File: src/rtl/spsq_state_mem.sv
// per-stream state rows with valid bits, unwritten rows read as reset value
module spsq_state_mem #(
  parameter int              DEPTH     = 16,
  parameter int              RW        = 8,
  parameter logic [RW-1:0]   ROW_RESET = '0,
  localparam int             AW        = (DEPTH > 1) ? $clog2(DEPTH) : 1
) (
  input  logic          clk_i,
  input  logic          rst_ni,
  input  logic          we_i,
  input  logic [AW-1:0] waddr_i,
  input  logic [RW-1:0] wdata_i,
  input  logic          re_i,
  input  logic [AW-1:0] raddr_i,
  output logic [RW-1:0] rdata_o
);

  logic [RW-1:0]    mem_q [DEPTH];
  logic [RW-1:0]    rdata_q;
  logic [DEPTH-1:0] row_valid_q;
  logic             rd_valid_q;

  // row storage and registered read
  always_ff @(posedge clk_i) begin
    if (we_i) begin
      mem_q[waddr_i] <= wdata_i;
    end
    if (re_i) begin
      rdata_q <= mem_q[raddr_i];
    end
  end

  // valid bits, cleared at reset
  always_ff @(posedge clk_i or negedge rst_ni) begin
    if (!rst_ni) begin
      row_valid_q <= '0;
      rd_valid_q  <= 1'b0;
    end else begin
      if (we_i) begin
        row_valid_q[waddr_i] <= 1'b1;
      end
      if (re_i) begin
        rd_valid_q <= row_valid_q[raddr_i];
      end
    end
  end

  assign rdata_o = rd_valid_q ? rdata_q : ROW_RESET;

endmodule

File: config.mk
export PLATFORM = sky130hd
export DESIGN_NAME = spsq_state_mem
export DESIGN_NICKNAME = d
export VERILOG_FILES = /design/src/rtl/spsq_state_mem.sv
export SDC_FILE = /design/constraint.sdc
export NUM_CORES = 1
export LEC_CHECK = 0
export BUFFER_PORTS_ARGS = -buffer_cell sky130_fd_sc_hd__clkbuf_2
export CORE_ASPECT_RATIO = 1.2
export CORE_MARGIN = 2
export CORE_UTILIZATION = 58
export CTS_BUF_LIST = sky130_fd_sc_hd__clkbuf_2
export DETAILED_ROUTE_END_ITERATION = 10
export PLACE_DENSITY = 0.76
export SYNTH_ARGS = -nofsm -noshare
export SYNTH_HDL_FRONTEND = slang
export SYNTH_SLANG_ARGS = --single-unit
File: constraint.sdc
create_clock -name clk_i -period 2.17 [get_ports clk_i]
set_input_delay 0.434 -clock clk_i [delete_from_list [all_inputs] [get_ports clk_i]]
set_output_delay 0.434 -clock clk_i [all_outputs]
set_load 0.01 [all_outputs]
# --- After elaboration in Yosys (flattened, before gate mapping) ---
# Memories as Yosys holds them, arrays and structs flattened. A register that Yosys moved wholly into a read port is not among the register bits.
# Index checks and enable logic that the tools add are counted.
word_totals:
  reg_bits: 17
  ram_bits: 128
  inputBits: 20
  output_inout_bits: 8
  elab_cells: 15
  memories: 1
memory_table:
  columns: ["memory", "words", "word_bits", "rd", "rd_clocked_by_memory_dff", "write_ports", "line_no", "text"]
  rows:
  - ["mem_q", 16, 8, 1, 1, 1, "18", "logic [RW-1:0] mem_q [DEPTH];"]
classes:
  order_cmp: 3
  mux: 7
  bitwise_logic: 1
  reduce_logical: 1
ops:
  columns: ["cell", "n"]
  rows:
  - ["$or 16x16->16", 1]
  - ["$lt 4x5->1 const B", 2]
  - ["$mux 8", 1]
  - ["$bmux 1 s4", 1]
  - ["$demux 1 s4", 1]
  - ["$ge 4x1->1 const B", 1]
  - ["$mux 1", 4]
  - ["$logic_and 1x1->1", 1]

# --- Depth between registers and ports, before layout ---
logic_depth:
  ltp_word: 5
  depth_mapped: 5
  mapped_depth_nobuf: 4

# --- Least setup slack after synthesis ---
# Ideal clock, no wire load.
synth_path:
  path_type: "input to register"
  start: "input raddr_i[1]"
  end: "register rdata_q[0] (read register of mem_q) (data pin)"
  setup_ps: 272
  arrival_ps: 1812
  required_ps: 1898
  setup_slack_ps: 86
  path_stages: 4
  n_path_buf: 2
  path_cell_list: "clkbuf_1 buf_1 mux4_2 mux4_2"
synth_rtl:
  columns: ["element", "line_no", "text"]
  rows:
  - ["start, declared", "14", "input logic [AW-1:0] raddr_i,"]
  - ["end, declared", "19", "logic [RW-1:0] rdata_q;"]

# --- Worst setup path in the final report ---
layout_path:
  start: "register rd_valid_q"
  end: "output rdata_o[6]"
layout_between:
  elab_chain_len: 1
layout_rtl:
  columns: ["element", "line_no", "text"]
  rows:
  - ["start, declared", "21", "logic rd_valid_q;"]
  - ["start signal, assigned", "43", "rd_valid_q <= row_valid_q[raddr_i];"]
  - ["$mux 8", "48", "assign rdata_o = rd_valid_q ? rdata_q : ROW_RESET;"]
  - ["end, declared", "15", "output logic [RW-1:0] rdata_o"]
# Every way passes these cells.

==> flow_summary.ini <==
[yosys]
syn_nets = 278
yosysSeqAreaShare_pct = 75.3
synthDistinctLibCells = 21
syn_area_per_cell_sq_um = 23.2
netlist_area_sq_um = 5990
ys_ff_latch = 153
yosysWarningCount = 0
postSynthCellCount = 258

[timing]
finClkSkew_ns = 0.0279
fmax_mhz = 529
maxSlewHeadroom_pct = 71.8
min_period_ns = 1.89
worst_slack_ns = 0.279
setup_violations = 0
drv_slew = 0
finalCritPeriodShare_pct = 87.2
rsz0062_at_grt = false
hold_violations = 0
worst_slew_pin_slew_ns = 0.423

[power]
max-vdd-ir-drop_mv = 0.464
leakage_uw = 0.00229
totalPowerFinal_uw = 5410
power_density_nw_per_um2 = 813

[global_route]
track_usage_pct = 21.1
grt_pass1_vias = 2816
overflow = 0
antenna_found_initial = 0
grt_start_max_net_pins = 36
grt_pass1_wl_um = 16300

[placement]
place_congestion = 0.768
place_area_sq_um = 6390
portBuffers = 27
dp_hpwl_um = 6950
dp_cells = 423
pre_cts_slack_ns = -0.0517

[setup_path]
cpPeakStageDelay_ns = 0.52
worst-path-buf-inv = 1
worstPathMaxFanout = 9
crit_family = flip-flops
start_kind = register
cp_slowest_cell = dfrtp_1
worst_ep_required_time_ns = 1.74
cp-end-kind = output port
path_class = reg -> out
crit_arrival_ns = 1.46
crit_chain = and2_1, clkbuf_2

[drt]
wl_per_cell_um = 24.1
wl_met1_um = 4250
drt-total-wl_um = 11000
drtIter0Drc = 327
via_per_inst = 6.18
dr.max_layer_used = met4
wl_met3_um = 673
drcViolationCount = 0
drtPass1Iterations = 4
ant_nets = 0
met2_length_um = 5750
vias = 2811

[clocking]
postCtsSetupRepairBufs = 0
cts_htree_levels = 4
cts_hold_buf = 1
path_clk_slew_ns = 0.19
cts_made_buffers = 17
tritoncts = yes
clock_latency_ns = 0.65
clockBufferDepth = 2
ctsResizeCount = 0
cts_root_buf = clkbuf_2
cts_num_sinks = 153

[floorplanning]
initial_core_util_pct = 59.6
die_area_sq_um = 11200
io_pins = 28
core_sq_um = 10100
die_y_um = 115
core.rowCount = 40
die_x_um = 96.8

[outcome]
status = completed

[finish]
final_cell_area_sq_um = 6650
final_cells = 455
syn2layout_area_growth_pct = 11.0
fin_nets = 337
n_antenna_cell = 0
drive_gt1_share_pct = 28.0
n_fill_cell = 655
fin_util_pct = 66.1

[hold_path]
hold_path_class = in -> reg

[run]
cap_violations = 0
cell usage after synthesis (all sizes together):
| master | n | area, sq um |
|---|---|---|
| nand3 | 1 | 5.00 |
| and2 | 8 | 50.1 |
| or2 | 16 | 100 |
| dfrtp | 17 | 425 |
| buf | 7 | 73.8 |
| or3b | 1 | 8.76 |
| nor3 | 4 | 20.0 |
| mux2i | 3 | 30.0 |
| mux4 | 44 | 1100 |
| mux2 | 1 | 11.3 |
| nand2b | 2 | 12.5 |
| edfxtp | 136 | 4080 |
| nand2 | 1 | 3.75 |
| clkbuf | 3 | 11.3 |
| nand3b | 2 | 15.0 |
| nor2 | 12 | 45.0 |
layout by cell type (no fill, tap or decap), types with 2 or more instances in the layout:
cell type,instances
and2_1,8
nand2b_1,2
clkinv_1,5
bufinv_16,4
buf_12,2
nor2_1,12
buf_4,20
mux4_1,28
clkbuf_2,45
nor3_1,4
nand3b_1,2
clkinv_2,4
mux2i_1,3
or2_1,16
dfrtp_1,17
mux4_2,16
edfxtp_1,136
layer usage:
| layer | vias up | track usage, % |
|---|---|---|
| met5 | - | 0 |
| met2 | 112 | 34.5 |
| met3 | 26 | 4.13 |
| met4 | 0 | 10.3 |
| li1 | 1209 | - |
| met1 | 1464 | 27.9 |
power breakdown:
part | switching [uW] | internal [uW]
Clock | 886 | 729
Combinational | 199 | 212
Sequential | 51.3 | 3330
Total | 1140 | 4270
flip-flops by register name, indices dropped and copies added, names as in the netlist:
| signal | count |
|---|---|
| mem_q | 128 |
| rd_valid_q | 1 |
| rdata_q | 8 |
| row_valid_q | 16 |
metrics by stage:
| step | hold slack [ns] | TNS [ns] |
|---|---|---|
| floorplan | 0.138 | 0 |
| global placement | 0.375 | -0.00455 |
| detailed placement | 0.383 | -0.0627 |
| CTS | 0.0993 | 0 |
| global route | 0.134 | 0 |
| finish | 0.163 | 0 |
worst paths after layout:
kind	startpoint	endpoint	slack, ns	cells after the start
worst max-delay path	rd_valid_q	rdata_o[6]	0.28	2
worst min-delay path	wdata_i[6]	mem_q[15][6]	0.16	1
worst max register to register	mem_q[10][1]	rdata_q[1]	0.52	2
worst min register to register	row_valid_q[10]	row_valid_q[10]	0.48	1
max in group asynchronous	rst_ni	rd_valid_q	1.62	2
min in group asynchronous	rst_ni	row_valid_q[8]	0.23	2
worst reg2reg max path: stages, from the launching register on:
cell and delay, ns:
edfxtp_1 0.40, mux4_1 0.56, mux4_2 0.47
final cells by class:
class / instances / area, sq um / share of cell area (%)
timing repair buffer: 50 / 335 / 5.04
clock buffer: 18 / 90.1 / 1.35
sequential: 153 / 4510 / 67.8
clock inverter: 13 / 159 / 2.39
multi-input combinational: 95 / 1400 / 21.0
tap: 126 / 158 / 2.37
logic make-up after synthesis:
group / Yosys count / share of synthesized area (%)
flip-flops: 153 / 75.3
multiplexers: 48 / 19.0
buffers and inverters: 10 / 1.42
AND/OR/NAND/NOR: 47 / 4.34
(Power assumes the default switching activity.)
